### config.mk
export PLATFORM = sky130hd
export DESIGN_NAME = wav_riff_header_parser_unit
export DESIGN_NICKNAME = d
export VERILOG_FILES = /design/src/design/wrhp_pkg.sv /design/src/design/wav_riff_header_parser_unit.sv /design/src/design/wrhp_in_reg.sv /design/src/design/wrhp_parser.sv /design/src/design/wrhp_out_reg.sv
export SDC_FILE = /design/constraint.sdc
export NUM_CORES = 1
export LEC_CHECK = 0
export BUFFER_PORTS_ARGS = -buffer_cell sky130_fd_sc_hd__buf_2
export CELL_PAD_IN_SITES_DETAIL_PLACEMENT = 0
export CELL_PAD_IN_SITES_GLOBAL_PLACEMENT = 1
export CORE_MARGIN = 1.5
export CORE_UTILIZATION = 50
export CTS_BUF_LIST = sky130_fd_sc_hd__clkbuf_16
export DETAILED_ROUTE_END_ITERATION = 10
export GPL_TIMING_DRIVEN = 0
export PLACE_DENSITY = 0.95
export SETUP_SLACK_MARGIN = 0.05
export SLEW_MARGIN = 20
export SYNTH_ARGS = -nofsm -noshare
export SYNTH_HDL_FRONTEND = slang
export SYNTH_HIERARCHICAL = 1
export SYNTH_SLANG_ARGS = --single-unit
### constraint.sdc
create_clock -name clk -period 31.5 [get_ports clk]
set_clock_uncertainty 0.15 [all_clocks]
set_input_delay 6.3 -clock clk [delete_from_list [all_inputs] [get_ports clk]]
set_output_delay 6.3 -clock clk [all_outputs]
set_load 0.02 [all_outputs]
### src/design/wrhp_pkg.sv
`timescale 1ns / 1ps
// ----------------------------------------------------------------------------
// wrhp_pkg
// Shared types, codes and constants of the WAV/RIFF header parser.
// ----------------------------------------------------------------------------
package wrhp_pkg;

  localparam logic [31:0] TAG_FMT  = 32'h666D_7420;  // "fmt "
  localparam logic [31:0] TAG_DATA = 32'h6461_7461;  // "data"
  localparam logic [31:0] FMT_CORE = 32'd16;
  localparam logic [31:0] HDR_LEN  = 32'd12;
  localparam logic [31:0] CHK_LEN  = 32'd8;
  localparam logic [15:0] PCM_TAG  = 16'd1;

  typedef enum logic [5:0] {
    PH_HEADER = 6'b000001,
    PH_CHUNK  = 6'b000010,
    PH_FMT    = 6'b000100,
    PH_SKIP   = 6'b001000,
    PH_DATA   = 6'b010000,
    PH_DONE   = 6'b100000
  } phase_t;

  typedef enum logic [2:0] {
    ST_OK      = 3'd0,
    ST_BAD_HDR = 3'd1,
    ST_NO_FMT  = 3'd2,
    ST_NO_DATA = 3'd3,
    ST_NOT_PCM = 3'd4,
    ST_SHORT   = 3'd5
  } status_t;

  typedef struct packed {
    logic [7:0] in_byte;
    logic       byte_valid;
    logic       end_of_file;
  } item_t;

  typedef struct packed {
    logic [7:0]  payload_byte;
    logic        payload_valid;
    logic        payload_last;
    logic        report_valid;
    logic [2:0]  status;
    logic [15:0] format_tag;
    logic [15:0] channel_count;
    logic [31:0] rate_hz;
    logic [15:0] bits_per_sample;
    logic [31:0] data_size;
  } result_t;

  // Expected header bytes: "RIFF", size (not checked), "WAVE".
  function automatic logic [7:0] hdr_byte(input logic [3:0] idx);
    logic [7:0] b;
    unique case (idx)
      4'd0:    b = 8'h52;
      4'd1:    b = 8'h49;
      4'd2:    b = 8'h46;
      4'd3:    b = 8'h46;
      4'd8:    b = 8'h57;
      4'd9:    b = 8'h41;
      4'd10:   b = 8'h56;
      4'd11:   b = 8'h45;
      default: b = 8'h00;
    endcase
    return b;
  endfunction

endpackage

### src/design/wav_riff_header_parser_unit.sv
`timescale 1ns / 1ps
// ----------------------------------------------------------------------------
// wav_riff_header_parser_unit
// Streaming RIFF/WAVE parser: checks the header, walks the chunks, captures
// the fmt fields, forwards the data chunk body and gives one final report.
// ----------------------------------------------------------------------------
// Takes one file byte per cycle, unless an item with a result waits for a
// full result register, from an input register through one level of parse
// logic into a result register. Each item yields at most one result: a
// data body byte, the report, or both on the final data byte. Items that
// yield nothing (header, chunk headers, fmt and skipped bytes) never wait on
// the output side. On a report with a nonzero status the format fields and
// data_size are zero and the payload already sent must be discarded. After
// the report, bytes are dropped until the end-of-file mark, which also
// returns the parser to its start state for the next file.
module wav_riff_header_parser_unit
  import wrhp_pkg::*;
(
  input  logic         clk,
  input  logic         rst_n,
  input  logic         in_tvalid,
  output logic         in_tready,
  input  logic [7:0]   in_tdata,   // [7:0] in_byte
  input  logic [0:0]   in_tuser,   // [0] byte_valid
  input  logic         in_tlast,   // end_of_file
  output logic         out_tvalid,
  input  logic         out_tready,
  // [7:0] payload_byte, [10:8] status, [26:11] format_tag,
  // [42:27] channel_count, [74:43] rate_hz, [90:75] bits_per_sample,
  // [122:91] data_size, [127:123] zero
  output logic [127:0] out_tdata,
  output logic [1:0]   out_tuser,  // [0] payload_valid, [1] report_valid
  output logic         out_tlast   // payload_last
);

  item_t   in_item;
  item_t   s1_item;
  logic    s1_valid;
  logic    s1_take;
  logic    slot_free;
  logic    res_valid;
  result_t res;
  result_t out_res;

  assign in_item.in_byte     = in_tdata;
  assign in_item.byte_valid  = in_tuser[0];
  assign in_item.end_of_file = in_tlast;

  wrhp_in_reg u_in_reg (
    .clk      (clk),
    .rst_n    (rst_n),
    .in_valid (in_tvalid),
    .in_ready (in_tready),
    .in_item  (in_item),
    .s1_valid (s1_valid),
    .s1_item  (s1_item),
    .s1_take  (s1_take)
  );

  wrhp_parser u_parser (
    .clk       (clk),
    .rst_n     (rst_n),
    .s1_valid  (s1_valid),
    .s1_item   (s1_item),
    .s1_take   (s1_take),
    .slot_free (slot_free),
    .res_valid (res_valid),
    .res       (res)
  );

  wrhp_out_reg u_out_reg (
    .clk       (clk),
    .rst_n     (rst_n),
    .res_valid (res_valid),
    .res       (res),
    .slot_free (slot_free),
    .out_valid (out_tvalid),
    .out_ready (out_tready),
    .out_res   (out_res)
  );

  assign out_tdata = {5'b0, out_res.data_size, out_res.bits_per_sample,
                      out_res.rate_hz, out_res.channel_count,
                      out_res.format_tag, out_res.status, out_res.payload_byte};
  assign out_tuser = {out_res.report_valid, out_res.payload_valid};
  assign out_tlast = out_res.payload_last;

  // final data byte always carries the report
  assert property (@(posedge clk) disable iff (!rst_n)
    out_tvalid && out_tlast |-> out_tuser[0] && out_tuser[1])
    else $error("payload_last without payload and report");

  // every result carries a payload byte or a report
  assert property (@(posedge clk) disable iff (!rst_n)
    out_tvalid |-> out_tuser != 2'b00)
    else $error("empty result item");

  // error report has zeroed format fields
  assert property (@(posedge clk) disable iff (!rst_n)
    out_tvalid && out_tuser[1] && out_tdata[10:8] != ST_OK |-> out_tdata[122:11] == '0)
    else $error("error report with nonzero fields");

  // a held input item is not overwritten before the parser takes it
  assert property (@(posedge clk) disable iff (!rst_n)
    s1_valid && !s1_take |=> s1_valid && $stable(s1_item))
    else $error("input register lost an item");

endmodule

### src/design/wrhp_in_reg.sv
`timescale 1ns / 1ps
// ----------------------------------------------------------------------------
// wrhp_in_reg
// Input register: holds one accepted item until the parser takes it.
// ----------------------------------------------------------------------------
module wrhp_in_reg
  import wrhp_pkg::*;
(
  input  logic  clk,
  input  logic  rst_n,
  input  logic  in_valid,
  output logic  in_ready,
  input  item_t in_item,
  output logic  s1_valid,
  output item_t s1_item,
  input  logic  s1_take
);

  logic  valid_r, valid_nxt;
  item_t item_r;

  assign in_ready  = !valid_r || s1_take;
  assign valid_nxt = (in_valid && in_ready) ? 1'b1 : (s1_take ? 1'b0 : valid_r);

  always_ff @(posedge clk) begin
    if (!rst_n) begin
      valid_r <= 1'b0;
    end else begin
      valid_r <= valid_nxt;
    end
  end

  always_ff @(posedge clk) begin
    if (in_valid && in_ready) begin
      item_r <= in_item;
    end
  end

  assign s1_valid = valid_r;
  assign s1_item  = item_r;

endmodule

### src/design/wrhp_parser.sv
`timescale 1ns / 1ps
// ----------------------------------------------------------------------------
// wrhp_parser
// Parse state and per-byte next-state logic: header check, chunk walk,
// fmt field capture, data pass-through and final report.
// ----------------------------------------------------------------------------
module wrhp_parser
  import wrhp_pkg::*;
(
  input  logic    clk,
  input  logic    rst_n,
  input  logic    s1_valid,
  input  item_t   s1_item,
  output logic    s1_take,
  input  logic    slot_free,
  output logic    res_valid,
  output result_t res
);

  phase_t      phase_r, phase_nxt;
  logic [31:0] cnt_r, cnt_nxt;
  logic [31:0] tag_r, tag_nxt;
  logic [31:0] len_r, len_nxt;
  logic        good_r, good_nxt;
  logic        fmt_seen_r, fmt_seen_nxt;
  logic [15:0] ftag_r, ftag_nxt;
  logic [15:0] chan_r, chan_nxt;
  logic [31:0] rate_r, rate_nxt;
  logic [15:0] bits_r, bits_nxt;

  logic [31:0] cnt_inc;
  logic [7:0]  b;
  logic        rep;
  status_t     rep_status;
  status_t     data_status;
  logic        emit;
  result_t     r;

  assign cnt_inc = cnt_r + 32'd1;
  assign b       = s1_item.in_byte;

  always_comb begin
    if (!fmt_seen_r) begin
      data_status = ST_NO_FMT;
    end else if (ftag_r != PCM_TAG) begin
      data_status = ST_NOT_PCM;
    end else begin
      data_status = ST_OK;
    end
  end

  always_comb begin
    phase_nxt    = phase_r;
    cnt_nxt      = cnt_r;
    tag_nxt      = tag_r;
    len_nxt      = len_r;
    good_nxt     = good_r;
    fmt_seen_nxt = fmt_seen_r;
    ftag_nxt     = ftag_r;
    chan_nxt     = chan_r;
    rate_nxt     = rate_r;
    bits_nxt     = bits_r;
    rep          = 1'b0;
    rep_status   = ST_OK;
    r            = '0;

    if (s1_item.byte_valid) begin
      unique case (phase_r)
        PH_HEADER: begin
          if ((cnt_r[3:0] < 4'd4 || cnt_r[3:0] >= 4'd8) && b != hdr_byte(cnt_r[3:0])) begin
            good_nxt = 1'b0;
          end
          cnt_nxt = cnt_inc;
          if (cnt_inc >= HDR_LEN) begin
            cnt_nxt = '0;
            if (!good_nxt) begin
              rep        = 1'b1;
              rep_status = ST_BAD_HDR;
            end else begin
              phase_nxt = PH_CHUNK;
            end
          end
        end
        PH_CHUNK: begin
          if (cnt_r < 32'd4) begin
            tag_nxt = {tag_r[23:0], b};
          end else begin
            case (cnt_r[1:0])
              2'd0:    len_nxt[7:0]   = b;
              2'd1:    len_nxt[15:8]  = b;
              2'd2:    len_nxt[23:16] = b;
              default: len_nxt[31:24] = b;
            endcase
          end
          cnt_nxt = cnt_inc;
          if (cnt_inc >= CHK_LEN) begin
            cnt_nxt = '0;
            if (tag_nxt == TAG_FMT) begin
              fmt_seen_nxt = 1'b1;
              ftag_nxt     = '0;
              chan_nxt     = '0;
              rate_nxt     = '0;
              bits_nxt     = '0;
              phase_nxt    = PH_FMT;
            end else if (tag_nxt == TAG_DATA) begin
              if (len_nxt == '0) begin
                rep        = 1'b1;
                rep_status = data_status;
              end else begin
                phase_nxt = PH_DATA;
              end
            end else if (len_nxt == '0) begin
              tag_nxt = '0;
            end else begin
              phase_nxt = PH_SKIP;
            end
          end
        end
        PH_FMT: begin
          if (cnt_r[31:4] == '0) begin
            case (cnt_r[3:0])
              4'd0:    ftag_nxt[7:0]   = b;
              4'd1:    ftag_nxt[15:8]  = b;
              4'd2:    chan_nxt[7:0]   = b;
              4'd3:    chan_nxt[15:8]  = b;
              4'd4:    rate_nxt[7:0]   = b;
              4'd5:    rate_nxt[15:8]  = b;
              4'd6:    rate_nxt[23:16] = b;
              4'd7:    rate_nxt[31:24] = b;
              4'd14:   bits_nxt[7:0]   = b;
              4'd15:   bits_nxt[15:8]  = b;
              default: ;
            endcase
          end
          cnt_nxt = cnt_inc;
          if (cnt_inc >= FMT_CORE && cnt_inc >= len_r) begin
            cnt_nxt   = '0;
            tag_nxt   = '0;
            len_nxt   = '0;
            phase_nxt = PH_CHUNK;
          end
        end
        PH_SKIP: begin
          cnt_nxt = cnt_inc;
          if (cnt_inc >= len_r) begin
            cnt_nxt   = '0;
            tag_nxt   = '0;
            len_nxt   = '0;
            phase_nxt = PH_CHUNK;
          end
        end
        PH_DATA: begin
          r.payload_byte  = b;
          r.payload_valid = 1'b1;
          cnt_nxt         = cnt_inc;
          if (cnt_inc >= len_r) begin
            r.payload_last = 1'b1;
            rep            = 1'b1;
            rep_status     = data_status;
          end
        end
        PH_DONE: ;
        default: ;
      endcase
    end

    if (rep) begin
      phase_nxt = PH_DONE;
    end

    // end mark: report if none yet, then back to reset state
    if (s1_item.end_of_file) begin
      if (phase_nxt != PH_DONE) begin
        rep = 1'b1;
        if (phase_nxt == PH_HEADER) begin
          rep_status = ST_BAD_HDR;
        end else if (phase_nxt == PH_DATA) begin
          rep_status = ST_SHORT;
        end else if (!fmt_seen_nxt) begin
          rep_status = ST_NO_FMT;
        end else begin
          rep_status = ST_NO_DATA;
        end
      end
      phase_nxt    = PH_HEADER;
      cnt_nxt      = '0;
      tag_nxt      = '0;
      len_nxt      = '0;
      good_nxt     = 1'b1;
      fmt_seen_nxt = 1'b0;
      ftag_nxt     = '0;
      chan_nxt     = '0;
      rate_nxt     = '0;
      bits_nxt     = '0;
    end

    if (rep) begin
      r.report_valid = 1'b1;
      r.status       = rep_status;
      if (rep_status == ST_OK) begin
        r.format_tag      = ftag_r;
        r.channel_count   = chan_r;
        r.rate_hz         = rate_r;
        r.bits_per_sample = bits_r;
        r.data_size       = len_r;
      end
    end
  end

  assign emit      = rep || r.payload_valid;
  assign s1_take   = s1_valid && (!emit || slot_free);
  assign res_valid = s1_take && emit;
  assign res       = r;

  always_ff @(posedge clk) begin
    if (!rst_n) begin
      phase_r    <= PH_HEADER;
      cnt_r      <= '0;
      tag_r      <= '0;
      len_r      <= '0;
      good_r     <= 1'b1;
      fmt_seen_r <= 1'b0;
      ftag_r     <= '0;
      chan_r     <= '0;
      rate_r     <= '0;
      bits_r     <= '0;
    end else if (s1_take) begin
      phase_r    <= phase_nxt;
      cnt_r      <= cnt_nxt;
      tag_r      <= tag_nxt;
      len_r      <= len_nxt;
      good_r     <= good_nxt;
      fmt_seen_r <= fmt_seen_nxt;
      ftag_r     <= ftag_nxt;
      chan_r     <= chan_nxt;
      rate_r     <= rate_nxt;
      bits_r     <= bits_nxt;
    end
  end

endmodule

### src/design/wrhp_out_reg.sv
`timescale 1ns / 1ps
// ----------------------------------------------------------------------------
// wrhp_out_reg
// Result register: holds one result item until the consumer takes it.
// ----------------------------------------------------------------------------
module wrhp_out_reg
  import wrhp_pkg::*;
(
  input  logic    clk,
  input  logic    rst_n,
  input  logic    res_valid,
  input  result_t res,
  output logic    slot_free,
  output logic    out_valid,
  input  logic    out_ready,
  output result_t out_res
);

  logic    valid_r, valid_nxt;
  result_t res_r;

  assign slot_free = !valid_r || out_ready;
  assign valid_nxt = res_valid ? 1'b1 : (out_ready ? 1'b0 : valid_r);

  always_ff @(posedge clk) begin
    if (!rst_n) begin
      valid_r <= 1'b0;
    end else begin
      valid_r <= valid_nxt;
    end
  end

  always_ff @(posedge clk) begin
    if (res_valid) begin
      res_r <= res;
    end
  end

  assign out_valid = valid_r;
  assign out_res   = res_r;

endmodule

* Word-level counts from Yosys, hierarchy flattened
Memories as Yosys holds them, arrays and structs flattened. A register that Yosys moved wholly into a read port is not among the register bits.
Cells that the tools add are included.
** Storage, ports and cells
- Register bits after elaboration :: 322
- Bits in read-only memories :: 96
- Word-level logic and storage cells :: 241
- Memories kept :: 1
** Cells by class
- Add/sub/neg operators :: 1
- Order comparisons :: 7
- Eq/ne operators :: 38
- Mux-type cells :: 122
- Reduce and logical (&&, ||, !) cells :: 41
** Memory list
- (no name shown) :: depth 16, width 6, read ports 1, clocked after memory_dff 1, write ports 0, line wrhp_pkg.sv:55 : unique case (idx)
** Operator list (number)
- $mux 32 :: 27
- $pmux 32 s3 :: 2
- $mux 16 :: 11
- $pmux 32 s5 :: 1
- $mux 8 :: 16
- $mux 116 :: 1
- $mux 112 :: 1
- $pmux 16 s2 :: 3
- $mux 6 :: 12
- $reduce_and 7->1 :: 10
- $eq 32x31->1 const B :: 2
- $ge 32x4->1 const B :: 2
- $pmux 32 s2 :: 1
- $mux 3 :: 13
- $add 32x1->32 const B :: 1
- $ge 32x32->1 :: 1
- $ge 32x5->1 const B :: 1
- $logic_not 32->1 :: 1
- $lt 32x3->1 const B :: 1
- $ne 3x3->1 const B :: 10
- $logic_not 28->1 :: 1
- $mux 1 :: 27
- $pmux 6 s4 :: 1
- $eq 4x3->1 const B :: 4
- 34 further kinds :: 59

* Logic depth before layout (Yosys ltp)
- Depth in word-level cells :: 24
- Gate-level depth with buffers :: 25

* Cells and area by module
Netlist, hierarchy kept.
** By module, submodules not included
- wrhp_parser :: instances 1, cells an instance 1471, area each 11767.5 um^2, seq. area each 3803.6 um^2
- wrhp_out_reg :: instances 1, cells an instance 130, area each 3832.4 um^2, seq. area each 3803.6 um^2
- wrhp_in_reg :: instances 1, cells an instance 15, area each 357.8 um^2, seq. area each 320.3 um^2
- wav_riff_header_parser_unit :: instances 1, cells an instance 6, area each 41.3 um^2, seq. area each 0.0 um^2

* Worst setup path after synthesis
No wires, ideal clock.
- Kind :: input to output
- Start :: input out_tready
- End :: output in_tready
- Arrival :: 7.570 ns
- Data required time :: 25.050 ns
- Path slack :: 17.480 ns
- Stages on the path :: 8
- Buffers on the path :: 1
- Path through :: nand2b_4 -> a21o_1 -> a31oi_1 -> o31ai_4 -> buf_4 -> nand2_1 -> inv_1 -> nand2b_4
** Between the ends
- Longest elaborated chain between the ends :: 4
** Ends and longest elaborated chain
- start, declared :: line wav_riff_header_parser_unit.sv:27 : input logic out_tready,
- $logic_or 1x1->1 :: line wrhp_out_reg.sv:22 : assign slot_free = !valid_r || out_ready;
- $logic_or 1x1->1 :: line wrhp_parser.sv:211 : assign s1_take = s1_valid && (!emit || slot_free);
- $logic_and 1x1->1 :: line wrhp_parser.sv:211
- named net s1_take :: line wav_riff_header_parser_unit.sv:39 : logic s1_take;
- $logic_or 1x1->1 :: line wrhp_in_reg.sv:22 : assign in_ready = !valid_r || s1_take;
- end, declared :: line wav_riff_header_parser_unit.sv:22 : output logic in_tready,
The timed path passes the listed nets, and every way through them passes these cells.

* Worst setup path in the final report
- Start :: input out_tready
- End :: output in_tready
** Between the ends
- Longest elaborated chain between the ends :: 4
** Ends and longest elaborated chain
- $logic_or 1x1->1 :: line wrhp_out_reg.sv:22
- named net slot_free :: line wav_riff_header_parser_unit.sv:40 : logic slot_free;
- $logic_or 1x1->1 :: line wrhp_parser.sv:211
- $logic_and 1x1->1 :: line wrhp_parser.sv:211
- named net s1_take :: line wav_riff_header_parser_unit.sv:39
- $logic_or 1x1->1 :: line wrhp_in_reg.sv:22
The timed path passes the listed nets, and every way through them passes these cells.

==> impl_results.md <==
- Crit path cell chain: buf_2 -> nand2b_4 -> a21o_1 -> a31oi_1 -> o31ai_4 -> buf_4 -> nand2_1 -> inv_1 -> nand2b_4 -> buf_2
- Fin Setup TNS: 0 ns
- Worst r2r path cells: 24
- Clk buf depth: 3
- Post-synth top area share: 25.5%
- Placed Cells incl. Taps: ~2,200
- Synth Area per Inst: 9.86 um^2
- CP Capture Type: primary output
- Number of synthesized flops with an enable pin: about 140
- Routed Antenna Nets: 0
- CTS H-tree depth: 2
- Async set or reset register ratio after synthesis: 0%
- Synthesized area: 0.0160 mm^2
- CTS tree: yes
- Top sig layer: met4
- Critical Path Fanout Max: 10
- Reg2reg start: u_parser/cnt_r[1]$_SDFFE_PN0N_
- Cell count after synthesis: 1,622
- Flip-flop and latch count after synthesis: around 330
- Share of cells above drive strength 1: around 16%
- First-pass GRT wire length: 69,200 um
- Final worst setup slack: approximately 17 ns
- Worst R2R Setup Slack: around 24 ns
- Critical path class: in -> out
- Power density over the cells: between 40 and 50 mW/mm^2
- Final total power: between 0.0009 and 0.001 W
- Final nets: about 1,900
- Worst EP required: between 20 and 30 ns
- YS warnings: 6
- Fin crit period: approximately 15 ns
- Initial cell density of the core: ~51%
- Die width: approximately 180 um
- Post-CTS Setup Inserts: 0
- Min-delay src: u_parser/good_r$_SDFFE_PN1P_
- Worst-Skew Late Latency: about 0.53 ns
- Port bufs: 141
- Num CTS Buffers: 37
- Die ar.: around 0.033 mm^2
- Highest Clock Rate: ~0.068 GHz
- CP startpoint kind: input pin
- Final Max Slew Viols: 0
- Clock root cell: clkbuf_16
- GRT overflow: 0
- Largest net degree at the start of global routing: 33
- Core area: roughly 0.032 mm^2
- Die height: 182 um
- Final setup fails: 0
- Distinct cells, synth: 87
- Worst vdd ir: approximately 0.000034 V
- Worst Hold Class: reg -> reg
- Lkg Pwr: between 6 and 7 nW
- Via density: a little under 6
- Number of cells on the worst hold path: 1
- Ranking of synthesized cells by area: edfxtp_1 (26%), dfxtp_1 (24%), and2_1 (5.0%), nor2b_1 (3.6%), o21ai_0 (3.5%)
- Met1 wire length: roughly 19,000 um
- CTS-repair resized insts: 0
- WP buf/inv: 4
- Hold path endpoint: u_parser/good_r$_SDFFE_PN1P_
- Ant. Diodes: 0
- Met3 routed WL: 3090 um
- Clock sinks: 328
- # IOs: 147
- Filler-free cell count of the finished design: around 2,300
- GRT Overall Usage: 26.5%
- FP Rows: between 60 and 70
- Cts hold-fix bufs: 0
- Most used DFF post-synth: dfxtp_1
- Critical-path top delay cell: nand2_1
- RSZ-0062 raised after global routing: false
- 1st-pass router iterations: 8
- Gpl congestion: roughly 0.93
- Initial antenna violation count: 0
- Area Overhead vs Synth: 15.9%
- DR vias: 13,200
- Routed wire length: roughly 44,000 um
- Post-synthesis sequential area ratio: 49.6%
- Outcome: complete, no violations
- Worst path arrival time: 8.24 ns
- Met2 WL: approximately 21,000 um
- DR DRC count: 0
- Cell taking the most area after synthesis: edfxtp_1
- Reg2Reg Capture Point: u_out_reg/out_res[23]$_DFFE_PP_
- Fin crit share: a little under half
- Critical path's largest stage delay: around 0.34 ns
- Drt initial violations: around 1,200
- Worst slew margin: 27.6%
- Hpwl dp: 32,100 um
- Hold slack final: 0.310 ns
- Pre-CTS WS: around 17 ns
- Total of max-cap violations: 0
- Hold Vio Cnt, Final: 0
- Cell family with most CP delay: buffers and inverters
- Worst Tran Pin Value: roughly 1.1 ns
- Worst-path clk slew: about 0.06 ns
- Number of global-route vias before repair: around 12,000
- Post-DR wirelength/cell: roughly 20 um
[routing by layer]
metal	global-route usage, %	vias up
li1	-	6201
met1	35.4	6332
met2	44.5	575
met3	3.19	102
met4	9.19	0
met5	0	-
[how the worst max path moves through the flow]
stage	slack, ns	end	start	cells past startpoint
after floorplan	17.48	in_tready	out_tready	8
after global placement	16.36	u_out_reg/out_res[28]$_DFFE_PP_	out_tready	8
after detailed placement	16.82	in_tready	out_tready	10
after CTS	16.80	in_tready	out_tready	10
after global routing	16.68	in_tready	out_tready	10
final	16.81	in_tready	out_tready	10
[cell type report]
type	instances	area, um^2
tap	402	503
clock buffer	39	976
sequential	328	7930
buffer	127	609
clock inverter	29	179
timing repair buffer	146	801
multi-input combinational	1126	7320
inverter	59	221
fill	2734	13000
[logic make-up (layout without fill, tap and decap cells)]
| group | count (synthesis) | count (layout) | share of synthesized area [%] |
|---|---|---|---|
| and+or+nand+nor | 622 | 622 | 22.4 |
| AOI/OAI and AO/OA | 395 | 395 | 16.8 |
| DFF | 328 | 328 | 49.6 |
| buffers and inverters | 186 | 400 | 5.19 |
| adders and majority gates | 37 | 37 | 2.89 |
| xor gates and xnor gates | 37 | 37 | 2.03 |
| muxes | 15 | 15 | 1.02 |
| other | 2 | 20 | 0.0469 |
[power breakdown]
group	internal [W]	total, W	switching (W)
Sequential	0.000450	0.000454	0.00000354
Combinational	0.0000172	0.0000576	0.0000404
Clock	0.000234	0.000407	0.000174
Total	0.000701	0.000919	0.000218
[flip-flops by register name, indices dropped and copies added (netlist names), 6 cells and up, named ones only]
signal and count:
u_parser/bits_r 16, u_parser/rate_r 32, u_parser/len_r 32, u_out_reg/out_res 126, u_parser/ftag_r 16, u_in_reg/s1_item 10, u_parser/chan_r 16, u_parser/phase_r 6
u_parser/cnt_r 32, u_parser/tag_r 32
[stage by stage]
step	cell area, um^2	utilization (%)
2_1_floorplan	16100	-
3_3_place_gp	17300	54.7
3_5_place_dp	17400	55.1
4_1_cts	18500	58.7
5_1_grt	18500	58.7
6_report	18500	58.7
[Yosys cell counts (31+ instances only)]
cell / instances
dfxtp_1: 192
edfxtp_1: 136
and2_1: 127
nand2_1: 122
o21ai_0: 113
nor2b_1: 92
clkbuf_1: 76
a22oi_1: 71
inv_1: 57
nor2_1: 55
a21boi_1: 47
a21boi_0: 43
ha_1: 37
nand3_1: 34
nor3_1: 31
[placed cells by master, fill, tap and decap left out, drive strengths merged, types with 9 or more instances in the layout]
cell type / n
and3: 28
nand2b: 9
nand3: 35
clkbuf: 116
nand4: 29
dfxtp: 192
conb: 20
a21oi: 26
and2: 131
a21boi: 92
a21o: 15
xor2: 16
nand2: 123
a31oi: 10
nor4: 28
nor2b: 92
inv: 71
ha: 37
nor3: 41
a22oi: 71
buf: 196
nor2: 56
xnor2: 21
edfxtp: 136
a41oi: 15
clkinv: 15
o21ai: 116
or3: 11
Power figures use the tool's default switching activity.
